<file path="src/rtl/sgb_pkg.sv">
// Types, register codes and arithmetic helpers for the separable blur.
// No dependencies.
package sgb_pkg;
  localparam int COL_W  = 12;
  localparam int ROW_W  = 13;
  localparam int POS_W  = 26;
  localparam int PIX_W  = 24;
  localparam int SLOT_W = 5;
  localparam int ACC_W  = 28;
  localparam int COEF_W = 16;
  localparam int CIDX_W = 3;
  localparam int CDAT_W = 64;

  localparam logic [CIDX_W-1:0] REG_WIDTH   = 3'd0;
  localparam logic [CIDX_W-1:0] REG_HEIGHT  = 3'd1;
  localparam logic [CIDX_W-1:0] REG_HALF    = 3'd2;
  localparam logic [CIDX_W-1:0] REG_COEF_LO = 3'd3;
  localparam logic [CIDX_W-1:0] REG_COEF_HI = 3'd4;

  typedef struct packed {
    logic [COL_W-1:0] w;
    logic [ROW_W-1:0] ht;
    logic [3:0]       h;
  } geom_t;

  typedef struct packed {
    logic              is_pix;
    logic [PIX_W-1:0]  pix;
    logic [COL_W-1:0]  col;
    logic [SLOT_W-1:0] slot;
    logic              emit;
    logic [COL_W-1:0]  ox;
    logic [ROW_W-1:0]  oy;
    logic [SLOT_W-1:0] oslot;
    logic              last;
  } task_t;

  function automatic logic [COEF_W-1:0] coef_at(input logic [CDAT_W-1:0] lo,
                                                input logic [CDAT_W-1:0] hi,
                                                input logic [3:0] d);
    logic [COEF_W-1:0] c;
    unique case (d[3:2])
      2'd0:    c = lo[16*d[1:0] +: COEF_W];
      2'd1:    c = hi[16*d[1:0] +: COEF_W];
      default: c = '0;
    endcase
    return c;
  endfunction

  function automatic logic [7:0] round_sat(input logic [ACC_W-1:0] acc);
    logic [ACC_W:0] s;
    s = {1'b0, acc} + (ACC_W+1)'(16384);
    return (s[ACC_W:15] > (ACC_W-14)'(255)) ? 8'hFF : s[22:15];
  endfunction
endpackage

</file>
<file path="src/rtl/sgb_queue.sv">
// Four-entry task queue between front and back end.
// Depends on sgb_pkg.
module sgb_queue (
  input  logic           clk,
  input  logic           rst_n,
  input  logic           push,
  input  sgb_pkg::task_t wdata,
  output logic           full,
  input  logic           pop,
  output logic           empty,
  output sgb_pkg::task_t rdata
);
  localparam int DEPTH = 4;

  sgb_pkg::task_t mem_r [DEPTH];
  logic [1:0] wp_r, rp_r;
  logic [2:0] cnt_r;

  assign full  = (cnt_r == 3'(DEPTH));
  assign empty = (cnt_r == 3'd0);
  assign rdata = mem_r[rp_r];

  always_ff @(posedge clk) begin
    if (push) mem_r[wp_r] <= wdata;
  end

  always_ff @(posedge clk) begin
    if (!rst_n) begin
      wp_r  <= '0;
      rp_r  <= '0;
      cnt_r <= '0;
    end else begin
      if (push) wp_r <= wp_r + 1'b1;
      if (pop) rp_r <= rp_r + 1'b1;
      cnt_r <= cnt_r + 3'(push) - 3'(pop);
    end
  end
endmodule

</file>
<file path="config.mk">
export PLATFORM = sky130hd
export DESIGN_NAME = sgb_queue
export DESIGN_NICKNAME = d
export VERILOG_FILES = /design/src/rtl/sgb_pkg.sv /design/src/rtl/sgb_queue.sv
export SDC_FILE = /design/constraint.sdc
export NUM_CORES = 1
export LEC_CHECK = 0
export BUFFER_PORTS_ARGS = -buffer_cell sky130_fd_sc_hd__buf_4
export CORE_MARGIN = 5
export CORE_UTILIZATION = 35
export CTS_CLUSTER_DIAMETER = 80
export CTS_CLUSTER_SIZE = 25
export DETAILED_ROUTE_END_ITERATION = 16
export GPL_ROUTABILITY_DRIVEN = 0
export MAX_ROUTING_LAYER = met4
export PLACE_DENSITY_LB_ADDON = 0.25
export SLEW_MARGIN = 20
export SYNTH_ARGS = -nofsm -noshare
export SYNTH_HDL_FRONTEND = slang
export SYNTH_SLANG_ARGS = --single-unit
</file>
<file path="constraint.sdc">
create_clock -name clk -period 4.7 [get_ports clk]
set_clock_uncertainty 0.05 [all_clocks]
set_input_delay 0 -clock clk [delete_from_list [all_inputs] [get_ports clk]]
set_output_delay 0 -clock clk [all_outputs]
set_load 0.05 [all_outputs]
</file>
# Word level (Yosys, flattened, before mapping)
# Memory sizes are Yosys's and may differ from the RTL's. A register that Yosys moved wholly into a read port is not among the register bits.
# Cells that the tools add are included.
dict set report totals {
  register_bits 7
  mem_bits_rw 296
  in_bits 78
  output_inout_bits 76
  mem_count 1
}
# name words width read_ports rd_clocked_by_memory_dff wr line_no
set memory_table {}
lappend memory_table {mem_r 4 74 1 1 1 sgb_queue.sv:15} ;# sgb_pkg::task_t mem_r [DEPTH];
dict set report op_classes {
  n_addsub 4
  n_eq_ne 1
  n_mux 4
  n_reduce_logical 1
}
# op count
set op_table {}
lappend op_table {{adder 2 x 1 -> 2 bit, second input constant} 2}
lappend op_table {{2-to-1 mux 2 bit} 2}
lappend op_table {{adder 3 x 1 -> 3 bit} 1}
lappend op_table {{equality test 3 bit, second input constant} 1}
lappend op_table {{logical NOT 3 bit} 1}
lappend op_table {{subtractor 3 x 1 -> 3 bit} 1}
lappend op_table {{2-to-1 mux 1 bit} 2}

# Logic depth before layout (Yosys ltp)
dict set report logic_depth {
  word_depth 3
  mapped_depth 7
  ltp_nobuf 7
}

# Worst setup path after synthesis
# OpenSTA, ideal clock, no wires.
dict set report synth_timing {
  kind {reg-to-reg}
  startpoint {register wp_r[0]}
  endpoint {memory mem_r[0][0] (netlist name) (enable)}
  arrival_ps 2272
  setup_slack_ps 1938
  stages_incl_launch_ff 4
  path_buffers 0
  path_cell_list {dfxtp_1 inv_1 ha_1 and2_1}
}
# element line_no
set synth_lines {}
lappend synth_lines {{from (decl)} sgb_queue.sv:16} ;# logic [1:0] wp_r, rp_r;
lappend synth_lines {{from (signal assigned)} sgb_queue.sv:33} ;# if (push) wp_r <= wp_r + 1'b1;
lappend synth_lines {{to (decl)} sgb_queue.sv:15}
# Straight into the memory's write port.

==> impl_metrics.tcl <==
set metrics [dict create \
    run_status "finished clean" \
    cp-end-kind "primary output" \
    synthCells 429 \
    grt_first_pass_wirelength_um 33000 \
    ys_ff_latch 305 \
    min_from "wdata[32]" \
    ys_warn_count 0 \
    seq_area_frac_synth_pct 81.5 \
    synth.avg_cell_area_um2 25.9 \
    remaining_drc_errors 0 \
    stdcell_count 1076 \
    worst-r2r-cell-count 3 \
    final_antenna_net_count 0 \
    worstMarginPinSlew_ns 0.830 \
    clkPwrFrac_pct 26.0 \
    root_buffer "clkbuf_16" \
    report.final.setup_viol 0 \
    nNetsFinal 752 \
    peakVddDrop_uv 244 \
    yosysMostFrequentCell "edfxtp_1" \
    synthTopCellsByCount "edfxtp_1, mux4_2, dfxtp_1" \
    crit_type "flop to primary output" \
    rsz0062_at_grt "no" \
    area_growth_pct 25.7 \
    grt_pass1_vias 5688 \
    synth_area_um2 11100 \
    synth.distinct_cells 20 \
    synth.top_cell.area_share_pct 79.9 \
    maxCapViolCount 0 \
    drt_iter0_markers 283 \
    avgViaCountPerCell 4.75 \
    ys_async_sr_fraction_pct 0 \
    placed_cells 974 \
    min_period_over_period_pct 56.3 \
    r2r-start "wp_r[0]" \
    p_leak_nw 4.67 \
    period_needed_ns 2.65 \
    cp.arrival_ns 2.60 \
    synthFlopType "edfxtp_1" \
    rows 65 \
    power.density_nw_per_um2 403 \
    grt_overflow_total 0 \
    hold_end "mem_r[2][32]" \
    min_path_cells 2 \
    routed_wl_um 21200 \
    io_pins 154 \
    insertion_delay_ns 0.49 \
    grt_antenna_before_repair 1 \
    hp-class "input port to flop" \
    ctsResizeCount 0 \
    synth-edff-count 296 \
    worst-r2r-setup-slack_ns 2.47 \
    drive_gt1_share_pct 38.5 \
    die_y_um 188 \
    initial_core_util_pct 35.3 \
    cp-start-kind "flop" \
    p_sw_mw 1.46 \
    detail_route.first_pass.iterations 4 \
    internal-power_mw 4.18 \
    dieArea_um2 35400 \
    fill_cells 2656 \
    fp.dieW_um 188 \
    cts_tree "done" \
    grt.total_usage_pct 12.1 \
    r2r-end "mem_r[3][12]" \
    clkSlewWorstSetupHoldPaths_ns 0.09 \
    hold_violations 0 \
    cts_made_buffers 16 \
    hpwl_um 12900 \
    num_vias 5107 \
    p_sw_share_pct 25.9 \
    post-place-ws_ns 2.41 \
    cts.sinks 305 \
    path_max_fanout 39 \
    comb_power_share_pct 17.6 \
    slew_viol_final 0 \
    max_freq_mhz 378 \
    setup_tns_ns 0 \
    synth_nets 514 \
    grt_max_degree 45 \
    synth.largest_area_cell "edfxtp_1" \
    critical_path_required_ns 4.65 \
    slew_headroom_pct 44.6 \
    yosys-top-cells-area "edfxtp_1, mux4_2, dfxtp_1, buf_6, ha_1" \
    clockBufferDepth 3 \
    wl_per_cell_um 19.7 \
    io_buffers 153 \
    seqPwrFrac_pct 56.4 \
    timing.final.ws_setup_ns 2.05 \
    cts.htree.levels 1 \
    core_area_um2 31500 \
]
## power by group through the flow
stage	Clock, mW	Sequential, mW	Combinational (mW)
floorplan	0	3.21	0.669
global placement	0	3.25	0.931
detailed placement	0	3.25	0.955
CTS	1.54	3.19	1.01
global route	1.63	3.20	1.05
finish	1.46	3.18	0.990
## per-stage QoR
step	hold WS, ns	cell area (um^2)	total power [mW]	utilization (%)
floorplan	0.0489	11100	3.88	-
global placement	0.150	12700	4.18	40.4
detailed placement	0.155	12700	4.20	40.5
CTS	0.165	14000	5.73	44.4
global route	0.172	14000	5.88	44.4
finish	0.186	14000	5.64	44.4
## cells in the final DEF, fill, tap and decap left out, types with 2 or more instances in the layout
master	n
dlygate4sd3_1	77
clkbuf_16	17
buf_4	157
mux4_2	74
edfxtp_1	296
and2_1	2
ha_1	6
dfxtp_1	7
and2_4	4
clkbuf_1	4
dfxtp_4	2
nor2_1	5
inv_1	7
xnor2_1	2
## metal layers
metal | part of all wire, % | routed length, um | vias up | track usage, %
li1 | - | - | 2289 | -
met1 | 42 | 8950 | 2662 | 16.0
met2 | 51 | 10800 | 134 | 20.4
met3 | 5.0 | 1050 | 22 | 2.06
met4 | 1.6 | 347 | 0 | 2.00
met5 | 0 | 0 | - | -
## how the worst max path moves through the flow
stage,startpoint,endpoint,slack (ns),cells after the start
2_1_floorplan,wp_r[0],mem_r[0][0],1.94,3
3_3_place_gp,flop,rdata[27],2.48,3
3_5_place_dp,wp_r[0],mem_r[3][33],2.41,3
4_1_cts,flop,rdata[49],1.90,3
5_1_grt,flop,rdata[27],1.79,3
6_report,flop,rdata[49],2.05,3
## area by class of cell
| cell class | count | area (um^2) | share of cell area (%) |
|---|---|---|---|
| inverters | 7 | 26.3 | 0.188 |
| flip-flops and latches | 305 | 9080 | 64.9 |
| repair buffers | 236 | 2000 | 14.3 |
| clock buffers | 21 | 440 | 3.15 |
| diodes | 1 | 2.50 | 0.0179 |
| multi-input cells | 101 | 1910 | 13.7 |
| well taps | 402 | 503 | 3.60 |
| clock inverters | 3 | 25.0 | 0.179 |
## what timing repair did
| item | CTS | global route |
|---|---|---|
| hold buffers | 77 | 0 |
| setup buffers | 0 | 0 |
| hold endpoints to repair | 305 | 0 |
## registers in the layout, indices dropped and copies added (netlist names), named ones only
name and flops:
wp_r 2, rp_r 2, cnt_r 3, mem_r 296
## critical path, cell delays in order, from the launching register on
cell     delay, ns
dfxtp_4       0.90
buf_12        0.37
mux4_2        0.58
buf_4         0.21
## cell families (layout without fill, tap and decap cells)
kind of cell / after synthesis / count (layout) / share of synthesized area (%)
flops: 305 / 305 / 81.5
simple gates: 14 / 14 / 0.675
compound gates: 2 / 2 / 0.135
mux: 75 / 75 / 15.1
buf+inv: 23 / 267 / 1.36
fa+ha+maj: 7 / 7 / 0.855
other cells: 0 / 1 / 0
xor+xnor: 3 / 3 / 0.371
Note: power is estimated with default switching activity, not from simulation.
