===== src/rtl/sgb_pkg.sv =====
// Types, register codes and arithmetic helpers for the separable blur.
// No dependencies.
package sgb_pkg;
  localparam int COL_W  = 12;
  localparam int ROW_W  = 13;
  localparam int POS_W  = 26;
  localparam int PIX_W  = 24;
  localparam int SLOT_W = 5;
  localparam int ACC_W  = 28;
  localparam int COEF_W = 16;
  localparam int CIDX_W = 3;
  localparam int CDAT_W = 64;

  localparam logic [CIDX_W-1:0] REG_WIDTH   = 3'd0;
  localparam logic [CIDX_W-1:0] REG_HEIGHT  = 3'd1;
  localparam logic [CIDX_W-1:0] REG_HALF    = 3'd2;
  localparam logic [CIDX_W-1:0] REG_COEF_LO = 3'd3;
  localparam logic [CIDX_W-1:0] REG_COEF_HI = 3'd4;

  typedef struct packed {
    logic [COL_W-1:0] w;
    logic [ROW_W-1:0] ht;
    logic [3:0]       h;
  } geom_t;

  typedef struct packed {
    logic              is_pix;
    logic [PIX_W-1:0]  pix;
    logic [COL_W-1:0]  col;
    logic [SLOT_W-1:0] slot;
    logic              emit;
    logic [COL_W-1:0]  ox;
    logic [ROW_W-1:0]  oy;
    logic [SLOT_W-1:0] oslot;
    logic              last;
  } task_t;

  function automatic logic [COEF_W-1:0] coef_at(input logic [CDAT_W-1:0] lo,
                                                input logic [CDAT_W-1:0] hi,
                                                input logic [3:0] d);
    logic [COEF_W-1:0] c;
    unique case (d[3:2])
      2'd0:    c = lo[16*d[1:0] +: COEF_W];
      2'd1:    c = hi[16*d[1:0] +: COEF_W];
      default: c = '0;
    endcase
    return c;
  endfunction

  function automatic logic [7:0] round_sat(input logic [ACC_W-1:0] acc);
    logic [ACC_W:0] s;
    s = {1'b0, acc} + (ACC_W+1)'(16384);
    return (s[ACC_W:15] > (ACC_W-14)'(255)) ? 8'hFF : s[22:15];
  endfunction
endpackage


===== src/rtl/sgb_front.sv =====
// Front end: accepts input beats, tracks frame positions, emits work tasks.
// Depends on sgb_pkg.
module sgb_front #(
  parameter int MAX_HALF_TAPS = 7
) (
  input  logic                 clk,
  input  logic                 rst_n,
  input  logic                 in_tvalid,
  output logic                 in_tready,
  input  logic [23:0]          in_tdata,
  input  logic                 in_tuser,
  input  sgb_pkg::geom_t       geom,
  input  logic                 geo_wr,
  input  logic                 cfg_wr,
  input  logic                 q_full,
  output logic                 q_push,
  output sgb_pkg::task_t       q_data
);
  localparam int D = 2 * MAX_HALF_TAPS + 1;
  localparam logic [sgb_pkg::SLOT_W-1:0] SLOT_LAST = sgb_pkg::SLOT_W'(D - 1);

  logic [sgb_pkg::POS_W-1:0]  total_r, lag_r, in_pos_r, in_pos_nxt;
  logic [sgb_pkg::COL_W-1:0]  col_r, col_nxt, ox_r, ox_nxt;
  logic [sgb_pkg::SLOT_W-1:0] slot_r, slot_nxt, oslot_r, oslot_nxt;
  logic [sgb_pkg::ROW_W-1:0]  oy_r, oy_nxt;
  logic settle_r;
  logic take, take_pix, adv, emit, last, col_end;

  assign in_tready = !q_full && !settle_r;
  assign take      = in_tvalid && in_tready;
  assign take_pix  = !in_tuser && (in_pos_r < total_r);
  assign adv       = take_pix || (in_pos_r >= total_r);
  assign emit      = adv && (in_pos_r >= lag_r);
  assign last      = emit && (oy_r == geom.ht - 1'b1) && (ox_r == geom.w - 1'b1);
  assign col_end   = (col_r == geom.w - 1'b1);
  assign q_push    = take && (take_pix || emit);

  always_comb begin
    q_data.is_pix = take_pix;
    q_data.pix    = in_tdata;
    q_data.col    = col_r;
    q_data.slot   = slot_r;
    q_data.emit   = emit;
    q_data.ox     = ox_r;
    q_data.oy     = oy_r;
    q_data.oslot  = oslot_r;
    q_data.last   = last;
  end

  always_comb begin
    in_pos_nxt = in_pos_r;
    col_nxt    = col_r;
    slot_nxt   = slot_r;
    ox_nxt     = ox_r;
    oy_nxt     = oy_r;
    oslot_nxt  = oslot_r;
    if (geo_wr) begin
      in_pos_nxt = '0;
      col_nxt    = '0;
      slot_nxt   = '0;
      ox_nxt     = '0;
      oy_nxt     = '0;
      oslot_nxt  = '0;
    end else if (take && adv) begin
      in_pos_nxt = in_pos_r + 1'b1;
      if (take_pix) begin
        if (col_end) begin
          col_nxt  = '0;
          slot_nxt = (slot_r == SLOT_LAST) ? '0 : slot_r + 1'b1;
        end else begin
          col_nxt = col_r + 1'b1;
        end
      end
      if (emit) begin
        if (ox_r == geom.w - 1'b1) begin
          ox_nxt    = '0;
          oy_nxt    = oy_r + 1'b1;
          oslot_nxt = (oslot_r == SLOT_LAST) ? '0 : oslot_r + 1'b1;
        end else begin
          ox_nxt = ox_r + 1'b1;
        end
      end
      if (last) begin
        in_pos_nxt = '0;
        col_nxt    = '0;
        slot_nxt   = '0;
        ox_nxt     = '0;
        oy_nxt     = '0;
        oslot_nxt  = '0;
      end
    end
  end

  always_ff @(posedge clk) begin
    total_r <= sgb_pkg::POS_W'(geom.w) * sgb_pkg::POS_W'(geom.ht);
    lag_r   <= sgb_pkg::POS_W'(geom.h) * sgb_pkg::POS_W'(geom.w) + sgb_pkg::POS_W'(geom.h);
    if (!rst_n) begin
      settle_r <= 1'b0;
      in_pos_r <= '0;
      col_r    <= '0;
      slot_r   <= '0;
      ox_r     <= '0;
      oy_r     <= '0;
      oslot_r  <= '0;
    end else begin
      // hold off input so frame size and lag catch up with a write
      settle_r <= cfg_wr;
      in_pos_r <= in_pos_nxt;
      col_r    <= col_nxt;
      slot_r   <= slot_nxt;
      ox_r     <= ox_nxt;
      oy_r     <= oy_nxt;
      oslot_r  <= oslot_nxt;
    end
  end
endmodule


===== config.mk =====
export PLATFORM = sky130hd
export DESIGN_NAME = sgb_front
export DESIGN_NICKNAME = d
export VERILOG_FILES = /design/src/rtl/sgb_pkg.sv /design/src/rtl/sgb_front.sv
export SDC_FILE = /design/constraint.sdc
export NUM_CORES = 1
export LEC_CHECK = 0
export BUFFER_PORTS_ARGS = -buffer_cell sky130_fd_sc_hd__buf_2
export CORE_MARGIN = 8
export CORE_UTILIZATION = 59
export DETAILED_ROUTE_END_ITERATION = 6
export GPL_TIMING_DRIVEN = 1
export HOLD_SLACK_MARGIN = 0.15
export PLACE_DENSITY = 0.91
export SLEW_MARGIN = 20
export SYNTH_ARGS = -nofsm -noshare
export SYNTH_HDL_FRONTEND = slang
export SYNTH_SLANG_ARGS = --single-unit

===== constraint.sdc =====
create_clock -name clk -period 11.6 [get_ports clk]
set_input_delay 2.32 -clock clk [delete_from_list [all_inputs] [get_ports clk]]
set_output_delay 2.32 -clock clk [all_outputs]
set_load 0.03 [all_outputs]

---- After elaboration in Yosys (flattened, before gate mapping) ----
Cells that the tools add are included.
cells by class
  add/sub/neg operators ................... 9
  multipliers ............................. 2
  divide/modulo/power cells ............... 0
  $lt $le $gt $ge ......................... 3
  equal/unequal tests ..................... 5
  shift operators ......................... 0
  muxes and demuxes ....................... 18
  bitwise logic cells ..................... 1
  reduce and logical (&&, ||, !) cells .... 22
operator list
  cell                                                 count
  two-way mux 12 bit                                   6
  two-way mux 5 bit                                    8
  two-way mux 13 bit                                   3
  adder 26 x 1 -> 26 bit, second input constant        1
  >= comparator 26 x 17 -> 1 bit                       1
  >= comparator 26 x 25 -> 1 bit                       1
  < comparator 26 x 25 -> 1 bit                        1
  two-way mux 26 bit                                   1
  multiplier 12 x 13 -> 25 bit                         1
  adder 12 x 1 -> 12 bit, second input constant        2
  equality test 12 bit                                 2
  adder 16 x 4 -> 17 bit                               1
  multiplier 4 x 12 -> 16 bit                          1
  adder 13 x 1 -> 13 bit, second input constant        1
  equality test 13 bit                                 1
  subtractor 13 x 1 -> 13 bit, second input constant   1
  subtractor 12 x 1 -> 12 bit, second input constant   1
  adder 5 x 1 -> 5 bit, second input constant          2
  equality test 5 x 4 -> 1 bit, second input constant  2
  logical AND 1 bit                                    8
  nonzero test 2 bit                                   4
  AND reduction 3 bit                                  2
  AND reduction 2 bit                                  2
  logical NOT 1 bit                                    3
  3 further kinds                                      4
word-level totals
  flip-flop bits (word level) ............. 116
  latch bits .............................. 0
  RAM bits ................................ 0
  ROM bits ................................ 0
  input port bits ......................... 60
  output and inout port bits .............. 76
  logic and storage cells ................. 69
  memories ................................ 0

---- Logic depth before layout (Yosys ltp) ----
  depth in word-level cells ............... 8
  depth in mapped cells ................... 24
  mapped depth without buffers ............ 21

---- Least setup slack after synthesis ----
No wires, ideal clock.
  path type ............................... in2reg
  from .................................... input port geom[22] (netlist name)
  to ...................................... register total_r[23] (netlist name)
  library setup time ...................... 0.072 ns
  arrival ................................. 7.643 ns
  data required time ...................... 11.528 ns
  setup slack ............................. 3.885 ns
  cell stages on the path ................. 22
  path buffers ............................ 3
  cells stage by stage .................... clkbuf_1 clkbuf_1 clkbuf_1 nand2_1 fa_1 inv_1 fa_1 inv_1 fa_1 fa_1 fa_1 inv_1 ha_1 a21o_1 a2111oi_0 o31a_1 nor3_1 nor2_1 a211o_1 o21bai_1 a21oi_1 xnor2_1
on the way
  cells in the longest elaborated chain, start to end .. 1
ends and longest elaborated chain
  element                       line             text
  start: declaration            sgb_front.sv:12  input sgb_pkg::geom_t geom,
  multiplier 12 x 13 -> 25 bit  sgb_front.sv:95  total_r <= sgb_pkg::POS_W'(geom.w) * sgb_pkg::POS_W'(geom.ht);
  end signal: assignment        sgb_front.sv:95
  end: declaration              sgb_front.sv:22  logic [sgb_pkg::POS_W-1:0] total_r, lag_r, in_pos_r, in_pos_nxt;
No other way between the ends.
A chain may end at the register's enable or synchronous reset.

==> impl_results.md <==
* Outcome: finished clean
* WP data arrival at 5.25 ns
* Final worst path period need at 7.57 ns
* Placed Area at 14200 sq um
* DRT iter0 DRCs at 1351
* Share of layout cells above drive strength 1 at 8.61%
* Clk Latency, worst-skew pair at 0.44 ns
* Worst path cell trace: buf_2, inv_1, ha_1, or3b_1, o21ai_0, a32o_1, nor4b_1, nand4_1, nor3_1, buf_2
* IO Pins at 136
* Reg2reg end: oslot_r[3]
* Initial Utilization at 59.5%
* CP max FO at 23
* Hold Fails Final Rpt at 0
* Worst slew margin at 39.5%
* Clock-pin slew of the registers on the worst-case setup and hold paths at 0.06 ns
* Reg-to-reg startpoint: total_r[24]
* Fillers at 1748
* I/O Buffers at 87
* CP startpoint kind: primary input
* Switching pwr at 1130 uW
* Final Cell Area at 14800 sq um
* Pwr dens at 174 nW/um^2
* TritonRoute pass-1 iters at 6
* Die ar. at 28500 sq um
* Worst Hold Launch: slot_r[4]
* Most frequent cell on the critical path: buf_2
* First-pass GRT wire length at 60.6 mm
* Die width at 169 um
* Total gr overflow at 0
* Nets@finish at 2047
* Hold slack at 0.513 ns
* Fmax at 0.132 GHz
* # Post-CTS Setup Buffers at 0
* Worst hold path type: reg -> reg
* Core area at 23200 sq um
* Slew Viols, Final at 0
* Synthesized instance count at 1690
* PostCTS Resize Cnt at 0
* CTS tree: done
* Post-DR vias/cell at 6.08
* Kind of critical path: in -> out
* Net switching share of the total power at 44.0%
* Register share of total power at 19.6%
* Hpwl dp at 27.9 mm
* GPL Wtd Cong at 0.931
* Multi-input gate area at 10000 sq um
* Largest net degree at the start of global routing at 38
* GRT Total Usage at 26.0%
* Combinational Power Share at 58.7%
* Setup TNS at 0 ns
* Synth async-reset ratio at 0%
* Initial antenna violation count at 1
* Yosys cell types at 70
* Most used DFF post-synth: dfxtp_1
* Final wirelength at 37.7 mm
* CTS root buffer: clkbuf_16
* Area of the mapped netlist at 13800 sq um
* YS warnings at 0
* Hold Path Cell Cnt at 2
* Core Rows at 56
* WHS Endpoint: slot_r[4]
* Internal at 1440 uW
* RSZ-0062 raised after global routing: no
* Area Overhead vs Synth at 7.36%
* ANT nets after route at 0
* CTS Buf Count at 17
* Clock skew at 0.0249 ns
* CP Capture Type: output pin
* Least-Margin Pin Slew at 0.898 ns
* Final worst setup slack at 4.03 ns
* Clock share of power at 21.7%
* Post-route DRC at 0
* FF-to-FF path depth at 12
* H-Tree Depth at 4
* Slowest stage delay, CP at 0.51 ns
* Place WS at 3.80 ns
* Maximum root-to-sink buffer count at 2
* Via Count at 12400
* Register-to-register setup slack at 7.32 ns
* Final period util at 65.3%
* Die Y at 169 um
* Per-cell routed wire length at 18.5 um
* Syn_nets at 2032
* VDD IR max at 0.174 mV
* Register area share after synthesis at 16.8%
* MaxCap Viol Count at 0
* FF/Latch Area at 2320 sq um
* Required time of the critical path at 9.28 ns
* EDFF count, synth at 0
* Hold_buf cts at 0
* P_leak at 0.00703 uW
* Setup violators final at 0
* #FFs+latches synth at 116
* Vias in the first global route at 12300
* Sink Count at 116
* Worst path slowest cell: or3b_1
* Syn_area_per_cell at 8.16 sq um
[power by group through the flow]
stage	registers, uW	clock network (uW)	logic (uW)
2_1_floorplan	502	0	1140
3_3_place_gp	509	0	1380
3_5_place_dp	512	0	1460
4_1_cts	503	556	1490
5_1_grt	508	574	1680
6_report	504	558	1510
[layout by cell type, fill, tap and decap left out, types with 64 or more instances in the layout]
cell type,count
a21oi_1,65
inv_1,256
dfxtp_1,116
ha_1,149
nand2_1,196
nor2_1,90
buf_2,87
xnor2_1,64
fa_1,133
and2_1,74
[cells by family after synthesis]
family,share of synthesized area (%)
AO/OA/AOI/OAI,10.1
XOR/XNOR,6.73
adder cells (fa/ha/maj),32.8
buffers and inverters,10.6
flip-flops,16.8
multiplexers,0.463
AND/OR/NAND/NOR,22.5
[synthesized netlist by cell type, types with 4 or more instances]
| master | count | share of area, % |
|---|---|---|
| inv_1 | 256 | 7.0 |
| buf_4 | 28 | 1.5 |
| o21a_1 | 9 | 0.49 |
| buf_2 | 7 | 0.25 |
| nor3_1 | 37 | 1.3 |
| a31oi_1 | 4 | 0.18 |
| or4_1 | 14 | 0.76 |
| and2_1 | 74 | 3.4 |
| xor2_1 | 42 | 2.7 |
| dfxtp_1 | 116 | 17 |
| clkbuf_1 | 60 | 1.6 |
| a2111oi_0 | 7 | 0.44 |
| or2_2 | 7 | 0.32 |
| o31ai_1 | 15 | 0.82 |
| a211oi_1 | 11 | 0.60 |
| or3_1 | 22 | 1.0 |
| fa_1 | 133 | 19 |
| ha_1 | 149 | 14 |
| nand4b_1 | 7 | 0.44 |
| nand2_1 | 196 | 5.3 |
| nand3b_1 | 6 | 0.33 |
| o22ai_1 | 7 | 0.32 |
| nor2_1 | 90 | 2.4 |
| nor2b_1 | 12 | 0.54 |
| o21bai_1 | 6 | 0.33 |
| and3_1 | 18 | 0.82 |
| o21ai_0 | 34 | 1.2 |
| xnor2_1 | 64 | 4.1 |
| nor4_1 | 20 | 0.91 |
| nand4_1 | 32 | 1.5 |
| o211ai_1 | 5 | 0.27 |
| nand3_1 | 47 | 1.7 |
| a21o_1 | 12 | 0.65 |
| buf_1 | 4 | 0.11 |
| nand2b_1 | 15 | 0.68 |
| a21oi_1 | 65 | 2.4 |
[routing by layer]
metal	routed length, um	share of wire, %	track usage (%)	vias up
li1	-	-	-	5581
met1	14600	39	32.4	5883
met2	17500	46	42.3	774
met3	3890	10	5.05	167
met4	1760	4.7	13.4	0
met5	0	0	0	-
[area by class of cell]
class,instances,share of cell area [%]
Antenna cell,2,0.0338
Clock buffer,18,2.97
Clock inverter,14,1.12
Inverter,256,6.49
Multi-Input combinational cell,1218,67.6
Sequential cell,116,15.7
Tap cell,319,2.70
Timing Repair Buffer,96,3.40
[worst max-delay path: cells and delay by family]
family	cells	cell delay, ns
and+or+nand+nor	4	1.25
buffers and inverters	3	0.81
AOI/OAI and AO/OA	2	0.56
adders and majority gates	1	0.31
[worst max-delay path by stage]
stage,startpoint,endpoint,slack (ns),depth (start not counted)
finish,geom[17],q_data[0],4.03,10
global route,geom[22],total_r[24],3.89,20
CTS,geom[17],q_data[0],4.11,10
detailed placement,geom[22],total_r[24],3.80,20
global placement,geom[22],total_r[24],3.95,20
floorplan,geom[22],total_r[23],3.88,22
[metrics by stage]
step | total power, uW | utilization [%] | std cells
3_3_place_gp | 1880 | 61.2 | 2005
6_report | 2570 | 63.9 | 2039
2_1_floorplan | 1650 | - | 1690
3_5_place_dp | 1980 | 61.2 | 2005
5_1_grt | 2770 | 63.8 | 2038
4_1_cts | 2550 | 63.8 | 2037
[flip-flops by register name (all words and copies together), names as in the netlist]
signal and count:
in_pos_r 26, total_r 25, lag_r 17, oy_r 13, col_r 12, ox_r 12
oslot_r 5, slot_r 5, settle_r 1
Power figures use the tool's default switching activity.
